==> config.mk <==
export PLATFORM = sky130hd
export DESIGN_NAME = guest_frame_antispoof_filter_unit_flat
export DESIGN_NICKNAME = d
export VERILOG_FILES = /design/src/hw/rtl/gfaf_pkg.sv /design/src/hw/rtl/gfaf_byte_if.sv /design/src/hw/rtl/gfaf_verdict_if.sv /design/src/hw/rtl/gfaf_cfg_if.sv /design/src/hw/rtl/guest_frame_antispoof_filter_unit.sv /design/src/flat_wrapper.sv
export SDC_FILE = /design/constraint.sdc
export NUM_CORES = 1
export LEC_CHECK = 0
export BUFFER_PORTS_ARGS = -buffer_cell sky130_fd_sc_hd__buf_2
export CAP_MARGIN = 20
export CELL_PAD_IN_SITES_DETAIL_PLACEMENT = 1
export CELL_PAD_IN_SITES_GLOBAL_PLACEMENT = 2
export CORE_ASPECT_RATIO = 0.6
export CORE_MARGIN = 2
export CORE_UTILIZATION = 44
export CTS_CLUSTER_DIAMETER = 120
export DETAILED_ROUTE_END_ITERATION = 6
export HOLD_SLACK_MARGIN = 0.08
export PLACE_DENSITY_LB_ADDON = 0.1
export SLEW_MARGIN = 20
export SYNTH_ARGS = -nofsm -noshare
export SYNTH_HDL_FRONTEND = slang
export SYNTH_SLANG_ARGS = --single-unit
==> constraint.sdc <==
create_clock -name clk -period 10.2 [get_ports clk]
set_input_delay 0 -clock clk [delete_from_list [all_inputs] [get_ports clk]]
set_output_delay 0 -clock clk [all_outputs]
set_load 0.005 [all_outputs]
==> src/hw/rtl/gfaf_pkg.sv <==
`default_nettype none
// ----------------------------------------------------------------------------
// gfaf_pkg: shared definitions for the guest frame anti-spoofing filter
// widths, protocol constants, register indexes and per-frame state type
// ----------------------------------------------------------------------------
package gfaf_pkg;

    localparam int BYTE_W      = 8;
    localparam int MARK_W      = 32;
    localparam int MAC_W       = 48;
    localparam int IP_W        = 32;
    localparam int COUNT_W     = 16;
    localparam int KIND_W      = 16;
    localparam int HDR_LEN_W   = 6;
    localparam int CFG_INDEX_W = 3;
    localparam int CFG_DATA_W  = 48;

    // configuration register indexes
    localparam logic [CFG_INDEX_W-1:0] REG_FILTER_ENABLE = 3'd0;
    localparam logic [CFG_INDEX_W-1:0] REG_PASS_MARK     = 3'd1;
    localparam logic [CFG_INDEX_W-1:0] REG_GUEST_MAC     = 3'd2;
    localparam logic [CFG_INDEX_W-1:0] REG_GUEST_IP      = 3'd3;
    localparam logic [CFG_INDEX_W-1:0] REG_GATEWAY_IP    = 3'd4;

    // ethertypes
    localparam logic [KIND_W-1:0] KIND_IPV4 = 16'h0800;
    localparam logic [KIND_W-1:0] KIND_ARP  = 16'h0806;

    // frame geometry
    localparam logic [COUNT_W-1:0]   ETH_HDR_BYTES = 16'd14;
    localparam logic [COUNT_W-1:0]   IPV4_MIN_FRAME = 16'd34;
    localparam logic [COUNT_W-1:0]   ARP_MIN_FRAME  = 16'd42;
    localparam logic [HDR_LEN_W-1:0] IP_MIN_HDR    = 6'd20;
    localparam logic [HDR_LEN_W-1:0] IP_MAX_HDR    = 6'd60;
    localparam logic [COUNT_W-1:0]   COUNT_MAX     = 16'hffff;

    typedef struct packed {
        logic [COUNT_W-1:0]   byte_count;
        logic [KIND_W-1:0]    ether_kind;
        logic                 mac_checks_ok;
        logic [HDR_LEN_W-1:0] ip_header_len;
        logic                 ip_version_ok;
        logic [COUNT_W-1:0]   ip_total_len;
        logic                 ip_source_ok;
        logic                 arp_checks_ok;
    } frame_state_t;

    localparam frame_state_t FRAME_CLEAR = '{
        byte_count:    '0,
        ether_kind:    '0,
        mac_checks_ok: 1'b1,
        ip_header_len: '0,
        ip_version_ok: 1'b0,
        ip_total_len:  '0,
        ip_source_ok:  1'b1,
        arp_checks_ok: 1'b1
    };

    // byte idx of a mac in wire order, idx 0 is the most significant
    function automatic logic [BYTE_W-1:0] mac_byte(input logic [MAC_W-1:0] mac,
                                                  input logic [2:0] idx);
        logic [BYTE_W-1:0] b;
        begin
            case (idx)
                3'd0:    b = mac[47:40];
                3'd1:    b = mac[39:32];
                3'd2:    b = mac[31:24];
                3'd3:    b = mac[23:16];
                3'd4:    b = mac[15:8];
                3'd5:    b = mac[7:0];
                default: b = '0;
            endcase
            return b;
        end
    endfunction

    // byte idx of an ipv4 address in network order
    function automatic logic [BYTE_W-1:0] ip_byte(input logic [IP_W-1:0] ip,
                                                 input logic [1:0] idx);
        logic [BYTE_W-1:0] b;
        begin
            case (idx)
                2'd0:    b = ip[31:24];
                2'd1:    b = ip[23:16];
                2'd2:    b = ip[15:8];
                default: b = ip[7:0];
            endcase
            return b;
        end
    endfunction

endpackage
`default_nettype wire

==> src/hw/rtl/gfaf_byte_if.sv <==
`default_nettype none
// ----------------------------------------------------------------------------
// gfaf_byte_if: frame byte channel
// one frame byte per request, with an end-of-frame flag
// ----------------------------------------------------------------------------
interface gfaf_byte_if;
    logic                           valid;
    logic                           ready;
    logic [gfaf_pkg::BYTE_W-1:0]    frame_byte;
    logic                           last_byte;

    modport source (output valid, output frame_byte, output last_byte, input ready);
    modport sink   (input valid, input frame_byte, input last_byte, output ready);
endinterface
`default_nettype wire

==> src/hw/rtl/gfaf_verdict_if.sv <==
`default_nettype none
// ----------------------------------------------------------------------------
// gfaf_verdict_if: verdict channel
// one pass/drop decision with its mark per request
// ----------------------------------------------------------------------------
interface gfaf_verdict_if;
    logic                           valid;
    logic                           ready;
    logic                           accept;
    logic [gfaf_pkg::MARK_W-1:0]    frame_mark;

    modport source (output valid, output accept, output frame_mark, input ready);
    modport sink   (input valid, input accept, input frame_mark, output ready);
endinterface
`default_nettype wire

==> src/hw/rtl/gfaf_cfg_if.sv <==
`default_nettype none
// ----------------------------------------------------------------------------
// gfaf_cfg_if: configuration write channel
// register index and write data per request
// ----------------------------------------------------------------------------
interface gfaf_cfg_if;
    logic                               valid;
    logic                               ready;
    logic [gfaf_pkg::CFG_INDEX_W-1:0]   index;
    logic [gfaf_pkg::CFG_DATA_W-1:0]    data;

    modport source (output valid, output index, output data, input ready);
    modport sink   (input valid, input index, input data, output ready);
endinterface
`default_nettype wire

==> src/hw/rtl/guest_frame_antispoof_filter_unit.sv <==
`default_nettype none
// ----------------------------------------------------------------------------
// guest_frame_antispoof_filter_unit: mac/ip anti-spoofing ingress filter
// checks each guest frame byte by byte and gives a pass/drop verdict
// ----------------------------------------------------------------------------
//
//  channel   role    request carries            when
//  -------   ------  -------------------------  ----------------------------
//  frame     sink    frame_byte, last_byte      one request per frame byte
//  verdict   source  accept, frame_mark         one request per frame end
//  cfg       sink    index, data                register write, always ready
//
//  one byte a cycle sustained while no verdict waits; a byte taken into the
//  input register is folded into the frame state as it moves on, and a last
//  byte loads the verdict register, which offers the verdict to the sink
//  asynchronous active-low reset clears config registers, frame state and
//  both valid flags
//  while a verdict waits, bytes keep flowing until the next last byte reaches
//  the input register; it is held there and the frame channel stalls until
//  the waiting verdict is taken
// ----------------------------------------------------------------------------
module guest_frame_antispoof_filter_unit (
    input  wire          clk,
    input  wire          rst_n,
    gfaf_byte_if.sink    frame,
    gfaf_verdict_if.source verdict,
    gfaf_cfg_if.sink     cfg
);

    // configuration registers
    logic                              filter_enable_reg;
    logic [gfaf_pkg::MARK_W-1:0]       pass_mark_reg;
    logic [gfaf_pkg::MAC_W-1:0]        guest_mac_reg;
    logic [gfaf_pkg::IP_W-1:0]         guest_ip_reg;
    logic [gfaf_pkg::IP_W-1:0]         gateway_ip_reg;

    // input register
    logic                              in_valid_reg;
    logic [gfaf_pkg::BYTE_W-1:0]       in_byte_reg;
    logic                              in_last_reg;
    logic                              in_advance;

    // per-frame state
    gfaf_pkg::frame_state_t            state_reg;
    gfaf_pkg::frame_state_t            state_next;
    gfaf_pkg::frame_state_t            upd;

    // result register
    logic                              out_valid_reg;
    logic                              out_accept_reg;
    logic [gfaf_pkg::MARK_W-1:0]       out_mark_reg;

    logic [gfaf_pkg::COUNT_W-1:0]      pos;
    logic [gfaf_pkg::BYTE_W-1:0]       b;
    logic [gfaf_pkg::COUNT_W-1:0]      avail;
    logic [gfaf_pkg::COUNT_W-1:0]      hdr_len_wide;
    logic                              ipv4_ok;
    logic                              arp_ok;
    logic                              verdict_ok;

    // config writes land at once; unknown indexes are ignored
    assign cfg.ready = 1'b1;

    always_ff @(posedge clk or negedge rst_n)
    begin
        if (!rst_n)
        begin
            filter_enable_reg <= 1'b0;
            pass_mark_reg     <= '0;
            guest_mac_reg     <= '0;
            guest_ip_reg      <= '0;
            gateway_ip_reg    <= '0;
        end
        else if (cfg.valid)
        begin
            case (cfg.index)
                gfaf_pkg::REG_FILTER_ENABLE: filter_enable_reg <= cfg.data[0];
                gfaf_pkg::REG_PASS_MARK:     pass_mark_reg     <= cfg.data[31:0];
                gfaf_pkg::REG_GUEST_MAC:     guest_mac_reg     <= cfg.data;
                gfaf_pkg::REG_GUEST_IP:      guest_ip_reg      <= cfg.data[31:0];
                gfaf_pkg::REG_GATEWAY_IP:    gateway_ip_reg    <= cfg.data[31:0];
                default:
                begin
                end
            endcase
        end
    end

    // the held byte moves on unless it closes a frame and the verdict slot is busy
    assign in_advance = in_valid_reg && (!in_last_reg || !out_valid_reg || verdict.ready);
    assign frame.ready = !in_valid_reg || in_advance;

    always_ff @(posedge clk or negedge rst_n)
    begin
        if (!rst_n)
        begin
            in_valid_reg <= 1'b0;
        end
        else if (frame.ready)
        begin
            in_valid_reg <= frame.valid;
        end
    end

    always_ff @(posedge clk)
    begin
        if (frame.ready && frame.valid)
        begin
            in_byte_reg <= frame.frame_byte;
            in_last_reg <= frame.last_byte;
        end
    end

    // state update for the held byte at its position in the frame
    assign pos = state_reg.byte_count;
    assign b   = in_byte_reg;

    always_comb
    begin
        upd = state_reg;
        if (pos < 16'd6)
        begin
            // destination must be broadcast for arp
            if (b != 8'hff) upd.arp_checks_ok = 1'b0;
        end
        else if (pos < 16'd12)
        begin
            // source mac
            if (b != gfaf_pkg::mac_byte(guest_mac_reg, 3'(pos[2:0] - 3'd6)))
                upd.mac_checks_ok = 1'b0;
        end
        else if (pos == 16'd12)
        begin
            upd.ether_kind = {b, 8'h00};
        end
        else if (pos == 16'd13)
        begin
            upd.ether_kind = {state_reg.ether_kind[15:8], b};
        end
        else if (pos == 16'd14)
        begin
            // ipv4 version/ihl, arp htype high byte
            upd.ip_version_ok = (b[7:4] == 4'd4);
            upd.ip_header_len = {b[3:0], 2'b00};
            if (b != 8'h00) upd.arp_checks_ok = 1'b0;
        end
        else if (pos == 16'd15)
        begin
            if (b != 8'h01) upd.arp_checks_ok = 1'b0;
        end
        else if (pos == 16'd16)
        begin
            // ipv4 total length high byte, arp ptype high byte
            upd.ip_total_len = {b, 8'h00};
            if (b != 8'h08) upd.arp_checks_ok = 1'b0;
        end
        else if (pos == 16'd17)
        begin
            upd.ip_total_len = {state_reg.ip_total_len[15:8], b};
            if (b != 8'h00) upd.arp_checks_ok = 1'b0;
        end
        else if (pos == 16'd18)
        begin
            if (b != 8'h06) upd.arp_checks_ok = 1'b0;
        end
        else if (pos == 16'd19)
        begin
            if (b != 8'h04) upd.arp_checks_ok = 1'b0;
        end
        else if (pos == 16'd20)
        begin
            if (b != 8'h00) upd.arp_checks_ok = 1'b0;
        end
        else if (pos == 16'd21)
        begin
            // opcode must be request
            if (b != 8'h01) upd.arp_checks_ok = 1'b0;
        end
        else if (pos < 16'd28)
        begin
            // arp sender mac
            if (b != gfaf_pkg::mac_byte(guest_mac_reg, 3'(pos[2:0] - 3'd6)))
                upd.arp_checks_ok = 1'b0;
        end
        else if (pos < 16'd32)
        begin
            // arp sender ip
            if (b != gfaf_pkg::ip_byte(guest_ip_reg, pos[1:0]))
                upd.arp_checks_ok = 1'b0;
        end
        else if (pos < 16'd38)
        begin
            // arp target mac must be zero
            if (b != 8'h00) upd.arp_checks_ok = 1'b0;
        end
        else if (pos < 16'd42)
        begin
            // arp target ip
            if (b != gfaf_pkg::ip_byte(gateway_ip_reg, 2'(pos[1:0] - 2'd2)))
                upd.arp_checks_ok = 1'b0;
        end

        // ipv4 source address sits at frame bytes 26 to 29
        if (pos >= 16'd26 && pos < 16'd30)
        begin
            if (b != gfaf_pkg::ip_byte(guest_ip_reg, 2'(pos[1:0] - 2'd2)))
                upd.ip_source_ok = 1'b0;
        end

        // saturating byte count
        if (state_reg.byte_count != gfaf_pkg::COUNT_MAX)
            upd.byte_count = state_reg.byte_count + 16'd1;
    end

    // verdict on the updated state, count includes the held byte
    assign avail        = upd.byte_count - gfaf_pkg::ETH_HDR_BYTES;
    assign hdr_len_wide = {{(gfaf_pkg::COUNT_W-gfaf_pkg::HDR_LEN_W){1'b0}}, upd.ip_header_len};

    assign ipv4_ok = (upd.byte_count >= gfaf_pkg::IPV4_MIN_FRAME)
                  && upd.ip_version_ok
                  && (upd.ip_header_len >= gfaf_pkg::IP_MIN_HDR)
                  && (upd.ip_header_len <= gfaf_pkg::IP_MAX_HDR)
                  && (hdr_len_wide <= avail)
                  && (upd.ip_total_len >= hdr_len_wide)
                  && (upd.ip_total_len <= avail)
                  && upd.ip_source_ok;

    assign arp_ok = (upd.byte_count >= gfaf_pkg::ARP_MIN_FRAME) && upd.arp_checks_ok;

    assign verdict_ok = filter_enable_reg
                     && (pass_mark_reg != '0)
                     && (upd.byte_count >= gfaf_pkg::ETH_HDR_BYTES)
                     && upd.mac_checks_ok
                     && (((upd.ether_kind == gfaf_pkg::KIND_IPV4) && ipv4_ok)
                      || ((upd.ether_kind == gfaf_pkg::KIND_ARP) && arp_ok));

    // frame state clears after the last byte
    always_comb
    begin
        state_next = state_reg;
        if (in_advance)
        begin
            if (in_last_reg)
                state_next = gfaf_pkg::FRAME_CLEAR;
            else
                state_next = upd;
        end
    end

    always_ff @(posedge clk or negedge rst_n)
    begin
        if (!rst_n)
            state_reg <= gfaf_pkg::FRAME_CLEAR;
        else
            state_reg <= state_next;
    end

    // verdict register
    always_ff @(posedge clk or negedge rst_n)
    begin
        if (!rst_n)
        begin
            out_valid_reg <= 1'b0;
        end
        else if (in_advance && in_last_reg)
        begin
            out_valid_reg <= 1'b1;
        end
        else if (verdict.ready)
        begin
            out_valid_reg <= 1'b0;
        end
    end

    always_ff @(posedge clk)
    begin
        if (in_advance && in_last_reg)
        begin
            out_accept_reg <= verdict_ok;
            out_mark_reg   <= verdict_ok ? pass_mark_reg : '0;
        end
    end

    assign verdict.valid      = out_valid_reg;
    assign verdict.accept     = out_accept_reg;
    assign verdict.frame_mark = out_mark_reg;

endmodule
`default_nettype wire
==> src/flat_wrapper.sv <==
// flat-port wrapper written by rule: the top's interface ports become plain ports
module guest_frame_antispoof_filter_unit_flat 
  (clk, rst_n, frame_valid, frame_frame_byte, frame_last_byte, frame_ready, verdict_valid, verdict_accept, verdict_frame_mark, verdict_ready, cfg_valid, cfg_index, cfg_data, cfg_ready);
  gfaf_byte_if frame_i ();
  gfaf_verdict_if verdict_i ();
  gfaf_cfg_if cfg_i ();
  input  wire clk;
  input  wire rst_n;
  input wire logic [$bits(frame_i.valid)-1:0] frame_valid;
  input wire logic [$bits(frame_i.frame_byte)-1:0] frame_frame_byte;
  input wire logic [$bits(frame_i.last_byte)-1:0] frame_last_byte;
  output wire logic [$bits(frame_i.ready)-1:0] frame_ready;
  output wire logic [$bits(verdict_i.valid)-1:0] verdict_valid;
  output wire logic [$bits(verdict_i.accept)-1:0] verdict_accept;
  output wire logic [$bits(verdict_i.frame_mark)-1:0] verdict_frame_mark;
  input wire logic [$bits(verdict_i.ready)-1:0] verdict_ready;
  input wire logic [$bits(cfg_i.valid)-1:0] cfg_valid;
  input wire logic [$bits(cfg_i.index)-1:0] cfg_index;
  input wire logic [$bits(cfg_i.data)-1:0] cfg_data;
  output wire logic [$bits(cfg_i.ready)-1:0] cfg_ready;
  assign frame_i.valid = frame_valid;
  assign frame_i.frame_byte = frame_frame_byte;
  assign frame_i.last_byte = frame_last_byte;
  assign frame_ready = frame_i.ready;
  assign verdict_valid = verdict_i.valid;
  assign verdict_accept = verdict_i.accept;
  assign verdict_frame_mark = verdict_i.frame_mark;
  assign verdict_i.ready = verdict_ready;
  assign cfg_i.valid = cfg_valid;
  assign cfg_i.index = cfg_index;
  assign cfg_i.data = cfg_data;
  assign cfg_ready = cfg_i.ready;
  guest_frame_antispoof_filter_unit u_core (.clk(clk), .rst_n(rst_n), .frame(frame_i), .verdict(verdict_i), .cfg(cfg_i));
endmodule
==> flow_summary.ini, run 1 <==
[outcome]
status = finished, final reports clean

[layout]
fin_nets = 1441
fillCellCount = 3206
register_area_sq_um = 6390
layout-drive-gt1-share = 0.238
syn_to_final_growth_pct = 16.9
final_core_util = 0.521
largest_reg_flops = 48
multi_input_area_sq_um = 6440

[timing]
hold_violations = 0
worst_pin_slew_ns = 1.13
tns_ns = 0
setup_viol = 0
timing.final.crit_share = 0.646
slew_viol_final = 0
fin_ws_ns = 3.61
rsz0062_at_grt = false
skew_ns = 0.0123
fin_crit_ns = 6.59
slew_headroom = 0.243
max_freq_mhz = 152

[synth]
synthAdderAreaFrac = 0.0357
async_flop_share = 0.830
synth-seq-cells = 247
synthMuxAreaShare = 0.142
syn-num-nets = 1321
synth_top_family_by_area = multiplexers
synth_warnings = 0
synth_simple_gate_area_frac = 0.141
avgSynthCellArea_sq_um = 10.9
synth_area_leaders = dfrtp_1, mux2_2, edfxtp_1, ha_1, nand2_1
synth_compound_area_frac = 0.132
syn_inst = 1218
ys_types = 77
ys_seq_area_frac = 0.480
yosysTopAreaCellShare = 0.380
syn_area_sq_um = 13300
synthFlopType = dfrtp_1
yosys.area.top_type = dfrtp_1
synth-edff-count = 42
synth-xor-area-share = 0.0322

[drt]
ant_nets = 0
drt_iter0_drc = 1335
wl_per_cell_um = 25.1
drtPass1Iterations = 6
drc = 0
drt_wl_total_um = 44400
via_count = 10700
viasPerCell = 6.08

[worst_setup_path]
path_buf_inv = 0
start_kind = flip-flop
startpoint = u_core.pos[6]
critical-path-slowest-cell = a32o_2
crit_chain = and4_1, nand4_1, or2_2, o21ai_0, ha_1, nand4_1, o21ai_1, nor3_1, and2_1, xor2_1, ha_1, a21o_1, a21oi_1, o21ai_0, a31oi_1, o32ai_1, nor4_1, a32o_2, and3_1
critPathRequiredTime_ns = 10.60
critical-path-max-stage-delay_ns = 0.71
crit_type = reg2reg
end_kind = flip-flop
cp_top_family = simple AND/OR/NAND/NOR gates
r2r-start = u_core.pos[6]
worst-path-max-fanout = 33
cp.arrival_ns = 6.99

[pwr]
power_frac_clock = 0.337
power.switching_uw = 841
leakagePower_uw = 0.00681
power_density_nw_per_um2 = 179
ir_drop_v = 0.000133
p_seq_frac = 0.453
switching_share = 0.303
combPwrFrac = 0.210
power_uw = 2780
p_int_uw = 1940

[floorplan]
rows = 49
core-area_sq_um = 29900
ioPinCount = 101
dieArea_sq_um = 31700
start_util = 0.446
die_w_um = 229
die_height_um = 139

[clocking]
cts_buffers = 25
cts_tree = yes
clockBufferDepth = 3
insertion_delay_ns = 0.54
root_buffer = clkbuf_16
cts.htree.levels = 1
path_clk_slew_ns = 0.06
clock-sinks = 247
cts_resized = 0

[flow_run]
maxCapViolCount = 0

[placement]
place_congestion = 0.917
numPortBuffers = 99
dp_hpwl_um = 30500
pre_cts_ws_ns = 3.78

[grt]
grt_use_total = 0.281
overflow = 0
grt_max_degree = 82
grt_pass1_wl_um = 68800
grt_pass1_vias = 10800
grt_antenna_before_repair = 2

[hold_path]
hold_path_class = in2async
-- layout by cell type (no fill, tap or decap), types with 16 or more instances in the layout --
cell type,n
o21ai_0,59
and3_1,37
a22o_1,20
nand2_1,104
dfrtp_1,202
a222oi_1,24
nor4_1,22
clkbuf_16,25
nand3_1,24
xnor2_1,26
edfxtp_1,42
xor2_1,23
a31oi_1,18
inv_1,26
ha_1,38
mux2_2,142
a21oi_1,36
buf_4,20
buf_2,98
a22oi_1,30
nor2_1,39
mux2i_1,25
nor2b_1,16
nand4_1,30
dlygate4sd3_1,63
-- kinds of logic after synthesis --
kind of cell               after synthesis
other                                    1
adders and majority gates               38
AOI/OAI and AO/OA                      248
buffers and inverters                  116
xor gates and xnor gates                49
DFF                                    247
and+or+nand+nor                        350
muxes                                  169
-- synthesized netlist by cell type, types with 5 or more instances --
cell type,count
nand3_1,24
o211ai_1,6
mux2i_1,25
a22o_1,20
nor4_1,22
a21oi_1,36
nand2b_1,9
o31ai_1,6
mux2_2,142
and2_1,14
ha_1,38
a22oi_1,30
a222oi_1,24
o21ai_0,59
a31oi_1,18
buf_1,16
buf_6,5
a221oi_1,8
buf_2,10
dfrtp_1,202
nand4_1,30
nor3_1,15
or4_1,7
nand2_1,104
and3_1,37
nor2b_1,16
xor2_1,23
nor2_1,40
xnor2_1,26
edfxtp_1,42
clkbuf_1,56
inv_1,26
-- what timing repair did --
action,4_1_cts,5_1_grt
hold endpoints to repair,244,0
hold buffers,63,0
buffers inserted,0,0
-- layer usage --
| metal | vias to the layer above | part of all wire | wire [um] | GRT usage |
|---|---|---|---|---|
| li1 | 4799 | - | - | - |
| met1 | 5532 | 0.52 | 22900 | 0.465 |
| met2 | 377 | 0.40 | 17700 | 0.381 |
| met3 | 34 | 0.075 | 3320 | 0.0553 |
| met4 | 0 | 0.010 | 445 | 0.0334 |
| met5 | - | 0 | 0 | 0 |
-- final timing paths --
kind | end | slack, ns | depth (start not counted)
min reg2reg | u_core.state_reg[25] | 0.49 | 2
max in group asynchronous | u_core.pass_mark_reg[16] | 8.71 | 3
min in group clk | u_core.filter_enable_reg | 0.14 | 4
max | u_core.verdict.frame_mark[0] | 3.61 | 19
min | u_core.state_reg[29] | 0.09 | 2
max reg2reg | u_core.verdict.frame_mark[0] | 3.61 | 19
-- power groups by stage --
| stage | logic, uW | registers, uW | clock network (uW) |
|---|---|---|---|
| after global placement | 541 | 1260 | 0 |
| final | 583 | 1260 | 935 |
| after floorplan | 384 | 1220 | 0 |
| after global routing | 633 | 1270 | 986 |
| after CTS | 577 | 1250 | 953 |
| after detailed placement | 553 | 1270 | 0 |
-- metrics by stage --
step	hold WS [ns]	area [sq um]	instances
global placement	0.104	14100	1656
detailed placement	0.105	14100	1656
global route	0.131	15600	1765
finish	0.0924	15600	1766
floorplan	-0.296	13300	1218
CTS	0.0977	15600	1765
-- final cells by class --
type | instances | share of cell area
Multi-Input combinational cell | 855 | 0.414
Clock inverter | 7 | 0.00619
Tap cell | 408 | 0.0328
Sequential cell | 247 | 0.411
Inverter | 27 | 0.00652
Timing Repair Buffer | 182 | 0.0826
Antenna cell | 1 | 0.000161
Clock buffer | 39 | 0.0462
(Power assumes the default switching activity.)
==> inputs of run 2 (changes only) <==
Settings changed: CORE_UTILIZATION 44 to 37.
Clock period 10.2 ns to 5.4 ns, I/O delays scaled along.
==> run 2 against run 1 <==
Setup slack got worse by 3.4 ns; die area increased by 18%; clock power increased by 94%; cell count increased by 5.4%; critical path type unchanged; total power increased by 92%; sequential power increased by 88%.
==> flow_summary.ini, run 2 (synthesized netlist as in run 1, its figures left out) <==
[worst_setup_path]
end_kind = flip-flop
critPathRequiredTime_ns = 5.70
path_buf_inv = 2
worst-path-max-fanout = 16
cp_top_family = simple AND/OR/NAND/NOR gates
critical-path-max-stage-delay_ns = 0.47
cp.depth = 20
worstRegToRegCells = 20
start_kind = flip-flop
cp_common_cell = nand4_1
r2r-start = u_core.pos[8]
rrSetupSlack_ns = 0.24
critical-path-slowest-cell = dfrtp_1
reg2reg_to = u_core.verdict.frame_mark[8]
crit_chain = and4_1, nand4_1, or2_2, buf_4, o21ai_0, ha_1, nand4_1, o21ai_1, nor3_2, and2_1, xor2_1, ha_1, nand4_1, nor4_1, or3_1, o32ai_2, nor4_4, buf_4, a32o_4, and3_1
crit_type = reg2reg
cp.arrival_ns = 5.46

[timing]
fin_crit_ns = 5.16
worst_pin_slew_ns = 1.14
fin_ws_ns = 0.244
slew_headroom = 0.232
max_freq_mhz = 194
tns_ns = 0
slew_viol_final = 0
skew_ns = 0.0269
hold_violations = 0
setup_viol = 0
timing.final.crit_share = 0.955
rsz0062_at_grt = false

[placement]
post_dp_cell_area_sq_um = 14400
numPortBuffers = 99
pre_cts_ws_ns = 0.0461
dp_cells = 1744
place_congestion = 0.912
dp_hpwl_um = 32800

[floorplan]
rows = 53
core-area_sq_um = 35200
start_util = 0.378
dieArea_sq_um = 37600
die_height_um = 151
die_w_um = 249
ioPinCount = 101

[flow_run]
maxCapViolCount = 0

[grt]
grt_use_total = 0.248
grt_antenna_before_repair = 3
grt_pass1_vias = 10700
overflow = 0
grt_pass1_wl_um = 70300
grt_max_degree = 173

[hold_path]
worstHoldStart = frame_frame_byte[7]
hold-path-cell-count = 2
hold_path_class = in2reg
hold_end = u_core.b[7]

[clocking]
clockBufferDepth = 3
clock-sinks = 247
cts_buffers = 26
root_buffer = clkbuf_16
cts_tree = yes
insertion_delay_ns = 0.56
cts.htree.levels = 1
path_clk_slew_ns = 0.06

[layout]
largest_reg_flops = 48
final_core_util = 0.455
layout_common_cells = dfrtp_1, mux2_2, nand2_1
layout-drive-gt1-share = 0.260
design_area_sq_um = 16000
fin_nets = 1477
fin_cells = 1862
final_common_cell = dfrtp_1
syn_to_final_growth_pct = 20.3

[drt]
drc = 0
drtPass1Iterations = 6
drt_iter0_drc = 1060
via_count = 10800
viasPerCell = 5.83
drt_wl_total_um = 47700
wl_per_cell_um = 25.6
ant_nets = 0

[outcome]
status = finished, final reports clean

[pwr]
ir_drop_v = 0.000193
leakagePower_uw = 0.00700
power_density_nw_per_um2 = 333
## run 2: area by class of cell
cell class                      count  area [sq um]
Fill cell                        3779         19200
Multi-Input combinational cell    856          6510
Sequential cell                   247          6400
Timing Repair Buffer              216          1570
Clock buffer                       38           726
Tap cell                          467           584
Clock inverter                     10           115
Inverter                           27           101
Antenna cell                        1          2.50
## run 2: worst max-delay path by stage
stage	from	end	slack (ns)
floorplan	u_core.pos[1]	u_core.verdict.frame_mark[10]	0.23
global placement	u_core.pos[13]	u_core.verdict.frame_mark[3]	0.26
detailed placement	u_core.pos[13]	u_core.verdict.frame_mark[14]	0.05
CTS	u_core.pos[13]	u_core.verdict.frame_mark[14]	0.12
global route	u_core.pos[8]	u_core.verdict.frame_mark[8]	0.007
finish	u_core.pos[8]	u_core.verdict.frame_mark[8]	0.24
## run 2: power breakdown
group	internal, uW	total, uW	switching [uW]	leakage (uW)
Sequential	2160	2370	207	0.00297
Combinational	512	1160	645	0.00363
Clock	1030	1810	779	0.000405
## run 2: layer usage
layer,global-route usage,up-vias,share of wire
li1,-,4870,-
met2,0.328,362,0.39
met3,0.0428,34,0.065
met5,0,-,0
met4,0.0339,0,0.011
met1,0.414,5583,0.54
## run 2: timing repair
action                     4_1_cts  5_1_grt
hold endpoints to repair       367        0
buffers inserted                 0        1
hold buffers                    67        0
gates resized for setup          1        7
setup endpoints to repair       17       33
cloned                           0        1
pin swaps                        0        2
## run 2: through the flow
stage / power (uW) / hold WS [ns]
finish: 5330 / 0.155
global route: 5580 / 0.139
CTS: 5370 / 0.114
detailed placement: 3500 / -0.0672
global placement: 3470 / -0.0686
floorplan: 3030 / -0.296
